### src/websocket_frame_receiver_macros.svh
// Assertion macros for the WebSocket frame receiver.
// Used inside modules that have clk and rst_n in scope; no other dependency.
`ifndef WEBSOCKET_FRAME_RECEIVER_MACROS_SVH
`define WEBSOCKET_FRAME_RECEIVER_MACROS_SVH

// Same-cycle implication, checked out of reset.
`define WFR_ASSERT_NOW(lbl, ante, cons) \
    lbl: assert property (@(posedge clk) disable iff (!rst_n) (ante) |-> (cons)) \
        else $error("websocket_frame_receiver: check failed");

// Next-cycle implication, checked out of reset.
`define WFR_ASSERT_NEXT(lbl, ante, cons) \
    lbl: assert property (@(posedge clk) disable iff (!rst_n) (ante) |=> (cons)) \
        else $error("websocket_frame_receiver: check failed");

`endif

### src/wfr_pkg.sv
// Shared types, constants and decode functions of the WebSocket frame receiver.
// No dependencies.
package wfr_pkg;

    localparam int SIZE_BITS   = 24;
    localparam int LEN_W       = 64;
    localparam int LIMIT_RESET = 256 * 1024;

    localparam int KIND_W      = 3;
    localparam int OUT_TDATA_W = 16;

    localparam int FIFO_DEPTH  = 4;
    localparam int PTR_W       = $clog2(FIFO_DEPTH);
    localparam int CNT_W       = $clog2(FIFO_DEPTH + 1);

    // Opcodes
    localparam logic [3:0] OP_CONT   = 4'h0;
    localparam logic [3:0] OP_TEXT   = 4'h1;
    localparam logic [3:0] OP_BINARY = 4'h2;
    localparam logic [3:0] OP_CLOSE  = 4'h8;
    localparam logic [3:0] OP_PING   = 4'h9;
    localparam logic [3:0] OP_PONG   = 4'hA;

    // Length codes of the second header byte
    localparam logic [6:0] LEN_CODE16 = 7'd126;
    localparam logic [3:0] EXT16_BYTES = 4'd2;
    localparam logic [3:0] EXT64_BYTES = 4'd8;

    // Result kinds
    localparam logic [KIND_W-1:0] KIND_TEXT   = 3'd0;
    localparam logic [KIND_W-1:0] KIND_BINARY = 3'd1;
    localparam logic [KIND_W-1:0] KIND_PING   = 3'd2;
    localparam logic [KIND_W-1:0] KIND_PONG   = 3'd3;
    localparam logic [KIND_W-1:0] KIND_CLOSE  = 3'd4;
    localparam logic [KIND_W-1:0] KIND_ABORT  = 3'd5;
    localparam logic [KIND_W-1:0] KIND_DROP   = 3'd6;

    typedef struct packed {
        logic [KIND_W-1:0] kind;
        logic [7:0]        data;
        logic              has_data;
        logic              last;
    } result_t;

    function automatic logic is_data_op(input logic [3:0] op);
        return (op == OP_CONT) || (op == OP_TEXT) || (op == OP_BINARY);
    endfunction

    // Kind of a payload beat; continuations take the kind of the open message.
    function automatic logic [KIND_W-1:0] frame_kind(input logic [3:0] op, input logic bin);
        logic [KIND_W-1:0] k;
        unique case (op)
            OP_CONT:   k = bin ? KIND_BINARY : KIND_TEXT;
            OP_TEXT:   k = KIND_TEXT;
            OP_BINARY: k = KIND_BINARY;
            OP_PING:   k = KIND_PING;
            OP_PONG:   k = KIND_PONG;
            default:   k = KIND_CLOSE;
        endcase
        return k;
    endfunction

endpackage

### src/websocket_frame_receiver.sv
// WebSocket frame receiver: byte-serial parser for unmasked server frames.
// A result beat is written into the result queue when its byte is accepted and is offered on m_* from the queue head.
// Throughput: one byte per cycle while the result queue has two free slots; a byte raising
// two results (abort then empty frame) is absorbed by the four-entry result queue.
// Reset (rst_n low, asynchronous): parser waits for a first header byte, no message
// open, result queue empty, max_frame_bytes back to 262144.
`include "websocket_frame_receiver_macros.svh"

module websocket_frame_receiver (
    input  logic                           clk,
    input  logic                           rst_n,
    // configuration
    input  logic                           cfg_we,
    input  logic [wfr_pkg::SIZE_BITS-1:0]  cfg_wdata,   // max_frame_bytes
    // received byte stream
    input  logic                           s_tvalid,
    output logic                           s_tready,
    input  logic [7:0]                     s_tdata,     // [7:0] rx_byte
    // result stream
    output logic                           m_tvalid,
    input  logic                           m_tready,
    output logic [wfr_pkg::OUT_TDATA_W-1:0] m_tdata,    // [7:0] data, [8] has_data
    output logic [wfr_pkg::KIND_W-1:0]     m_tuser,     // [2:0] kind
    output logic                           m_tlast      // last
);
    import wfr_pkg::*;

    // Parser phases
    localparam logic [2:0] PH_HDR0    = 3'd0;
    localparam logic [2:0] PH_HDR1    = 3'd1;
    localparam logic [2:0] PH_EXT     = 3'd2;
    localparam logic [2:0] PH_PAYLOAD = 3'd3;
    localparam logic [2:0] PH_SKIP    = 3'd4;

    // ------------------------------------------------------------------
    // Registers
    // ------------------------------------------------------------------
    logic [SIZE_BITS-1:0] max_reg;

    logic [2:0]           phase_reg,     phase_next;
    logic [3:0]           hdr_cnt_reg,   hdr_cnt_next;
    logic                 fin_reg,       fin_next;
    logic [3:0]           opcode_reg,    opcode_next;
    logic [6:0]           len_code_reg,  len_code_next;
    logic [LEN_W-1:0]     accum_reg,     accum_next;
    logic [LEN_W-1:0]     left_reg,      left_next;
    logic                 msg_open_reg,  msg_open_next;
    logic                 msg_bin_reg,   msg_bin_next;
    logic [SIZE_BITS-1:0] msg_size_reg,  msg_size_next;

    // result queue
    result_t              fifo_reg [FIFO_DEPTH];
    logic [PTR_W-1:0]     wr_ptr_reg,    wr_ptr_next;
    logic [PTR_W-1:0]     rd_ptr_reg,    rd_ptr_next;
    logic [CNT_W-1:0]     count_reg,     count_next;

    // ------------------------------------------------------------------
    // Handshakes
    // ------------------------------------------------------------------
    logic    in_acc;
    logic    out_acc;
    result_t head;

    // Accept a byte only while two free slots remain: one byte gives at most two results.
    assign s_tready = (count_reg <= CNT_W'(FIFO_DEPTH - 2));
    assign in_acc   = s_tvalid && s_tready;

    assign head     = fifo_reg[rd_ptr_reg];
    assign m_tvalid = (count_reg != '0);
    assign out_acc  = m_tvalid && m_tready;
    assign m_tdata  = {{(OUT_TDATA_W - 9){1'b0}}, head.has_data, head.data};
    assign m_tuser  = head.kind;
    assign m_tlast  = head.last;

    // ------------------------------------------------------------------
    // Parser next state
    // ------------------------------------------------------------------
    logic [7:0]            b;
    logic                  start;
    logic [LEN_W-1:0]      start_len;
    logic                  over;
    logic                  deliver;
    logic                  status_put;
    logic [SIZE_BITS:0]    size_sum;
    logic [LEN_W-1:0]      left_dec;
    logic [3:0]            need;
    logic [KIND_W-1:0]     cur_kind;
    logic                  cur_last;
    result_t               res0, res1;
    logic                  push0, push1;

    assign b        = s_tdata;
    assign left_dec = left_reg - LEN_W'(1);
    assign need     = (len_code_reg == LEN_CODE16) ? EXT16_BYTES : EXT64_BYTES;
    assign cur_kind = frame_kind(opcode_reg, msg_bin_reg);
    assign cur_last = is_data_op(opcode_reg) ? fin_reg : 1'b1;
    assign over     = (start_len[LEN_W-1:SIZE_BITS] != '0)
                   || (start_len[SIZE_BITS-1:0] > max_reg);
    assign size_sum = {1'b0, msg_size_reg} + {1'b0, start_len[SIZE_BITS-1:0]};

    // Frame start: the short length code or the last extended length byte
    always_comb
    begin
        start     = 1'b0;
        start_len = '0;
        if (in_acc && phase_reg == PH_HDR1 && b[6:0] < LEN_CODE16)
        begin
            start     = 1'b1;
            start_len = LEN_W'(b[6:0]);
        end
        else if (in_acc && phase_reg == PH_EXT && (hdr_cnt_reg + 4'd1) >= need)
        begin
            start     = 1'b1;
            start_len = {accum_reg[LEN_W-9:0], b};
        end
    end

    always_comb
    begin
        phase_next    = phase_reg;
        hdr_cnt_next  = hdr_cnt_reg;
        fin_next      = fin_reg;
        opcode_next   = opcode_reg;
        len_code_next = len_code_reg;
        accum_next    = accum_reg;
        left_next     = left_reg;
        msg_open_next = msg_open_reg;
        msg_bin_next  = msg_bin_reg;
        msg_size_next = msg_size_reg;
        deliver       = 1'b0;
        status_put    = 1'b0;
        push0         = 1'b0;
        push1         = 1'b0;
        res0          = '0;
        res1          = '0;

        if (in_acc)
        begin
            unique case (phase_reg)
                PH_HDR1:
                begin
                    len_code_next = b[6:0];
                    hdr_cnt_next  = '0;
                    accum_next    = '0;
                    // long forms: advance to the extended length bytes
                    if (b[6:0] >= LEN_CODE16)
                        phase_next = PH_EXT;
                end
                PH_EXT:
                begin
                    // shift in big-endian extended length
                    accum_next   = {accum_reg[LEN_W-9:0], b};
                    hdr_cnt_next = hdr_cnt_reg + 4'd1;
                end
                PH_PAYLOAD:
                begin
                    left_next = left_dec;
                    push0     = 1'b1;
                    res0      = '{kind: cur_kind, data: b, has_data: 1'b1, last: 1'b0};
                    if (left_dec == '0)
                    begin
                        res0.last  = cur_last;
                        phase_next = PH_HDR0;
                        if (is_data_op(opcode_reg) && fin_reg)
                        begin
                            msg_open_next = 1'b0;
                            msg_bin_next  = 1'b0;
                            msg_size_next = '0;
                        end
                    end
                end
                PH_SKIP:
                begin
                    if (left_reg != '0)
                        left_next = left_dec;
                    if (left_reg <= LEN_W'(1))
                        phase_next = PH_HDR0;
                end
                default:
                begin
                    fin_next    = b[7];
                    opcode_next = b[3:0];
                    phase_next  = PH_HDR1;
                end
            endcase
        end

        // Frame start: length known, decide deliver, skip or status
        if (start)
        begin
            if (over)
            begin
                left_next  = start_len;
                phase_next = PH_SKIP;
            end
            else
            begin
                unique case (opcode_reg) inside
                    OP_TEXT, OP_BINARY:
                    begin
                        if (msg_open_reg)
                        begin
                            status_put    = 1'b1;
                            msg_open_next = 1'b0;
                            msg_bin_next  = 1'b0;
                            msg_size_next = '0;
                        end
                        if (!fin_reg)
                        begin
                            msg_open_next = 1'b1;
                            msg_bin_next  = (opcode_reg == OP_BINARY);
                            msg_size_next = start_len[SIZE_BITS-1:0];
                        end
                        deliver = 1'b1;
                    end
                    OP_CONT:
                    begin
                        if (!msg_open_reg)
                        begin
                            status_put = 1'b1;
                        end
                        else if (size_sum > {1'b0, max_reg})
                        begin
                            status_put    = 1'b1;
                            msg_open_next = 1'b0;
                            msg_bin_next  = 1'b0;
                            msg_size_next = '0;
                        end
                        else
                        begin
                            msg_size_next = size_sum[SIZE_BITS-1:0];
                            deliver       = 1'b1;
                        end
                    end
                    OP_CLOSE:
                    begin
                        msg_open_next = 1'b0;
                        msg_bin_next  = 1'b0;
                        msg_size_next = '0;
                        deliver       = 1'b1;
                    end
                    OP_PING, OP_PONG:
                    begin
                        deliver = 1'b1;
                    end
                    default:
                    begin
                        deliver = 1'b0;
                    end
                endcase

                // status beat: drop for an orphan continuation, abort otherwise
                if (status_put)
                begin
                    push0 = 1'b1;
                    res0  = '{kind: (opcode_reg == OP_CONT && !msg_open_reg) ? KIND_DROP
                                                                             : KIND_ABORT,
                              data: 8'd0, has_data: 1'b0, last: 1'b1};
                end

                if (start_len == '0)
                begin
                    // empty frame: one bare beat if delivered, unless it is a non-final data fragment
                    if (deliver && (!is_data_op(opcode_reg) || fin_reg))
                    begin
                        if (status_put)
                        begin
                            push1 = 1'b1;
                            res1  = '{kind: cur_kind, data: 8'd0, has_data: 1'b0, last: 1'b1};
                        end
                        else
                        begin
                            push0 = 1'b1;
                            res0  = '{kind: cur_kind, data: 8'd0, has_data: 1'b0, last: 1'b1};
                        end
                    end
                    if (deliver && is_data_op(opcode_reg) && fin_reg)
                    begin
                        msg_open_next = 1'b0;
                        msg_bin_next  = 1'b0;
                        msg_size_next = '0;
                    end
                    phase_next = PH_HDR0;
                end
                else
                begin
                    left_next  = start_len;
                    phase_next = deliver ? PH_PAYLOAD : PH_SKIP;
                end
            end
        end
    end

    // ------------------------------------------------------------------
    // Queue pointers
    // ------------------------------------------------------------------
    always_comb
    begin
        wr_ptr_next = wr_ptr_reg + PTR_W'(push0) + PTR_W'(push1);
        rd_ptr_next = rd_ptr_reg + PTR_W'(out_acc);
        count_next  = count_reg + CNT_W'(push0) + CNT_W'(push1) - CNT_W'(out_acc);
    end

    always_ff @(posedge clk or negedge rst_n)
    begin
        if (!rst_n)
        begin
            max_reg      <= SIZE_BITS'(LIMIT_RESET);
            phase_reg    <= PH_HDR0;
            hdr_cnt_reg  <= '0;
            fin_reg      <= 1'b0;
            opcode_reg   <= '0;
            len_code_reg <= '0;
            accum_reg    <= '0;
            left_reg     <= '0;
            msg_open_reg <= 1'b0;
            msg_bin_reg  <= 1'b0;
            msg_size_reg <= '0;
            wr_ptr_reg   <= '0;
            rd_ptr_reg   <= '0;
            count_reg    <= '0;
        end
        else
        begin
            if (cfg_we)
                max_reg <= cfg_wdata;
            phase_reg    <= phase_next;
            hdr_cnt_reg  <= hdr_cnt_next;
            fin_reg      <= fin_next;
            opcode_reg   <= opcode_next;
            len_code_reg <= len_code_next;
            accum_reg    <= accum_next;
            left_reg     <= left_next;
            msg_open_reg <= msg_open_next;
            msg_bin_reg  <= msg_bin_next;
            msg_size_reg <= msg_size_next;
            wr_ptr_reg   <= wr_ptr_next;
            rd_ptr_reg   <= rd_ptr_next;
            count_reg    <= count_next;
        end
    end

    // Queue storage: payload only, no reset
    always_ff @(posedge clk)
    begin
        if (push0)
            fifo_reg[wr_ptr_reg] <= res0;
        if (push1)
            fifo_reg[wr_ptr_reg + PTR_W'(1)] <= res1;
    end

    // ------------------------------------------------------------------
    // Assertions
    // ------------------------------------------------------------------
    `WFR_ASSERT_NOW(a_queue_bound, 1'b1, count_reg <= CNT_W'(FIFO_DEPTH))
    `WFR_ASSERT_NOW(a_payload_left, phase_reg == PH_PAYLOAD, left_reg != '0)
    `WFR_ASSERT_NEXT(a_hdr0_to_hdr1, in_acc && phase_reg == PH_HDR0, phase_reg == PH_HDR1)
    `WFR_ASSERT_NOW(a_bare_is_last, m_tvalid && !m_tdata[8], m_tlast)

endmodule

### config.mk
export PLATFORM = sky130hd
export DESIGN_NAME = websocket_frame_receiver
export DESIGN_NICKNAME = d
export VERILOG_FILES = /design/src/wfr_pkg.sv /design/src/websocket_frame_receiver.sv
export VERILOG_INCLUDE_DIRS = /design/src /design/src/src
export SDC_FILE = /design/constraint.sdc
export NUM_CORES = 1
export LEC_CHECK = 0
export ABC_AREA = 1
export BUFFER_PORTS_ARGS = -buffer_cell sky130_fd_sc_hd__buf_2
export CAP_MARGIN = 30
export CORE_AREA = 2 2 194 196
export DETAILED_ROUTE_END_ITERATION = 8
export DIE_AREA = 0 0 196 198
export PLACE_DENSITY = 0.71
export SLEW_MARGIN = 15
export SYNTH_ARGS = -nofsm -noshare
export SYNTH_HDL_FRONTEND = slang
export SYNTH_SLANG_ARGS = --single-unit
### constraint.sdc
create_clock -name clk -period 9.09 [get_ports clk]
set_clock_uncertainty 0.05 [all_clocks]
set_input_delay 0.4545 -clock clk [delete_from_list [all_inputs] [get_ports clk]]
set_output_delay 0.4545 -clock clk [all_outputs]
set_load 0.02 [all_outputs]
==> summary.txt <==
Routing
  • DR vias/cell: approximately 5.6
  • ANT nets after route: 0
  • Drc violations: 0
  • Total vias in the final route: 16.3k
  • Final Routed Wirelength: 54.1 mm
  • Wire per inst: 18.7 um
  • Initial DRC count: about 1.5k
  • 1st-pass router iterations: 8

Floorplanning
  • Die area: about 39,000 sq um
  • Die X-Extent: around 200 um
  • Initial Utilization: 0.452
  • Die extent in y: 198 um
  • Core box area: 37,000 sq um
  • Num ports: 59
  • FP Rows: 71

Yosys
  • Mapped Area: 16,700 sq um
  • Ys Warns: 0
  • #FFs+latches synth: roughly 250
  • Synth cell count leaders: nand2_1 (573), nor2_1 (298), inv_1 (292)
  • Count of different cell masters after synthesis: 55
  • Leading area contributor after synthesis: dfrtp_1
  • Synth async-reset ratio: 0.790
  • Top_reg_cell synth: dfrtp_1
  • Most numerous cell in the Yosys netlist: nand2_1
  • Post-synth EDFFs: 16
  • Mapped Avg Cell Area: 7.07 sq um
  • Post-synth top area share: 0.292
  • Synth area leaders: dfrtp_1 (29%), nand2_1 (13%), nor2_1 (6.7%)
  • Sequential area share after synthesis: 0.365
  • Synth Instances: 2,364

Hold path
  • Hold Path Stages: 3
  • Hold wc startpoint: cfg_wdata[5]
  • Hold/Removal Path Class: in2reg
  • Worst Hold End: max_reg[5]$_DFFE_PN0P_

STA
  • # setup viols final: 0
  • Final hold vios: 0
  • Final period utilization: 0.868
  • Unrepaired setup endpoints after global routing: no
  • Sum Neg Setup Slack: 0 ps
  • Tmin final: 7890 ps
  • Rel. slew slack: 0.344
  • Minimum hold slack: 33.7 ps
  • Max Clock Freq: roughly 130 MHz
  • Setup ws final: 1200 ps
  • Slew @ Worst Pin: approximately 1000 ps
  • Slew Viols, Final: 0

Placement
  • Placed Instances: 2,828
  • Place WS: about 1400 ps
  • Detailed Place HPWL: between 40 and 50 mm
  • PortBufs: 51
  • RD Place Congestion: 0.984
  • Area of placed instances: 17,300 sq um

Clocking
  • Longest Clk Path Bufs: 3
  • Depth of the CTS H-tree: 1
  • Clk Latency, worst-skew pair: 570 ps
  • Post-CTS setup buffers: 0
  • # hold bufs at CTS: 0
  • TritonCTS buffer count: 29
  • Clock sinks: 248
  • Root buf cell: clkbuf_16
  • TritonCTS clock tree: built
  • Clk slew on worst S/H paths: 60 ps
  • Resized cells post-CTS: 0

Setup path
  • CP startpoint kind: flop
  • Worst Path Arrival: 8300 ps
  • Reg-to-reg endpoint: count_reg[2]$_DFF_PN0_
  • Crit. End Element: flop
  • FF-to-FF Start: hdr_cnt_reg[0]$_DFFE_PN0P_
  • CP required: 9500 ps
  • CP Max Fanout: 59
  • R2R cell count: 39
  • Delay of the slowest critical-path stage: approximately 420 ps
  • Critical-path top delay cell: dfrtp_1
  • Setup crit start: hdr_cnt_reg[0]$_DFFE_PN0P_
  • Setup CP Type: reg2reg
  • Flop-to-flop setup slack: 1200 ps

Status
  • Status: complete, no violations

Layout
  • Max reg flops: 64
  • Final core utilization: 0.497
  • Register Area: 6110 sq um
  • Final Cell Area: 18,400 sq um
  • Fill count: approximately 3.7k
  • Area Overhead vs Synth: 9.95%
  • Nets: 2,512
  • Share of layout cells above drive strength 1: 0.0742
  • N_diodes: 0
  • Multi-input logic area: about 9000 sq um
  • Final std cells w/o fill: 2,885

Global routing
  • GR Util met1: 0.355
  • Met2 Use GR: 0.449
  • Largest net degree at the start of global routing: 117
  • GRT Total Usage: 0.278
  • Grt ovf: 0
  • Initial antenna violation count: 0
  • First-pass GRT wire length: ~85 mm
  • Vias in the first global route: 15.7k
  • Met3 Use GR: 0.0443
  • Gr busiest metal: met2

Pwr
  • Leakage: roughly 9.3 nW
  • Pwr Total: 5.81 mW
  • Pwr/cell area: roughly 320 nW/um^2
  • Maximum vdd drop: 0.198 mV

Job
  • Maxcap violations: 0
==> kinds of logic (layout without fill, tap and decap cells) <==
kind of cell / count (synthesis) / count (layout) / synth area share
fa+ha+maj: 87 / 87 / 0.0669
simple gates: 1102 / 1102 / 0.279
flops: 248 / 248 / 0.365
mux: 1 / 1 / 0.000674
buf+inv: 384 / 425 / 0.0913
other cells: 1 / 7 / 0.000224
compound gates: 487 / 487 / 0.168
xor+xnor: 54 / 54 / 0.0283
==> metal layers <==
metal,vias up,part of all wire
met5,-,0
met2,651,0.45
met3,171,0.069
li1,7815,-
met4,0,0.061
met1,7637,0.42
==> how the worst max path moves through the flow <==
stage                                   to  slack (ps)  cells after the start
floorplan           count_reg[2]$_DFF_PN0_        2810                     45
global placement    count_reg[2]$_DFF_PN0_        1570                     39
detailed placement  count_reg[2]$_DFF_PN0_        1390                     41
CTS                 count_reg[2]$_DFF_PN0_        1370                     41
global route        count_reg[2]$_DFF_PN0_         480                     37
finish              count_reg[2]$_DFF_PN0_        1200                     39
==> area by class of cell <==
| cell class | instances | area share |
|---|---|---|
| sequential | 248 | 0.332 |
| inverter | 305 | 0.0623 |
| multi-input combinational | 1738 | 0.496 |
| tap | 474 | 0.0323 |
| clock buffer | 34 | 0.0422 |
| timing repair buffer | 66 | 0.0230 |
| clock inverter | 20 | 0.0122 |
==> report_power, final <==
group          internal (mW)  switching (mW)  total, mW
clock network          0.727           0.499       1.23
registers               1.51           0.321       1.83
logic                  0.824            1.93       2.75
total                   3.06            2.75       5.81
==> critical path, delay by kind of cell, from the launching register on <==
| family | cells | cell delay (ps) |
|---|---|---|
| XOR/XNOR | 2 | 300 |
| adder cells (fa/ha/maj) | 8 | 2390 |
| flip-flops | 1 | 420 |
| buffers and inverters | 4 | 610 |
| AND/OR/NAND/NOR | 20 | 3140 |
| AO/OA/AOI/OAI | 5 | 850 |
==> layout by cell type, fill, tap and decap left out, types with 29 or more instances in the layout <==
cell,Yosys,layout
nor2_1,298,298
dfrtp_1,195,195
dfxtp_1,36,36
a21oi_1,74,74
clkbuf_16,0,29
o22ai_1,74,74
ha_1,83,83
buf_2,8,51
nand3_1,126,126
nand2_1,573,570
inv_1,292,292
xor2_1,45,45
o21ai_0,205,205
nand4_1,31,31
o21ai_1,36,36
No activity file was read; power rests on OpenSTA's default activity.
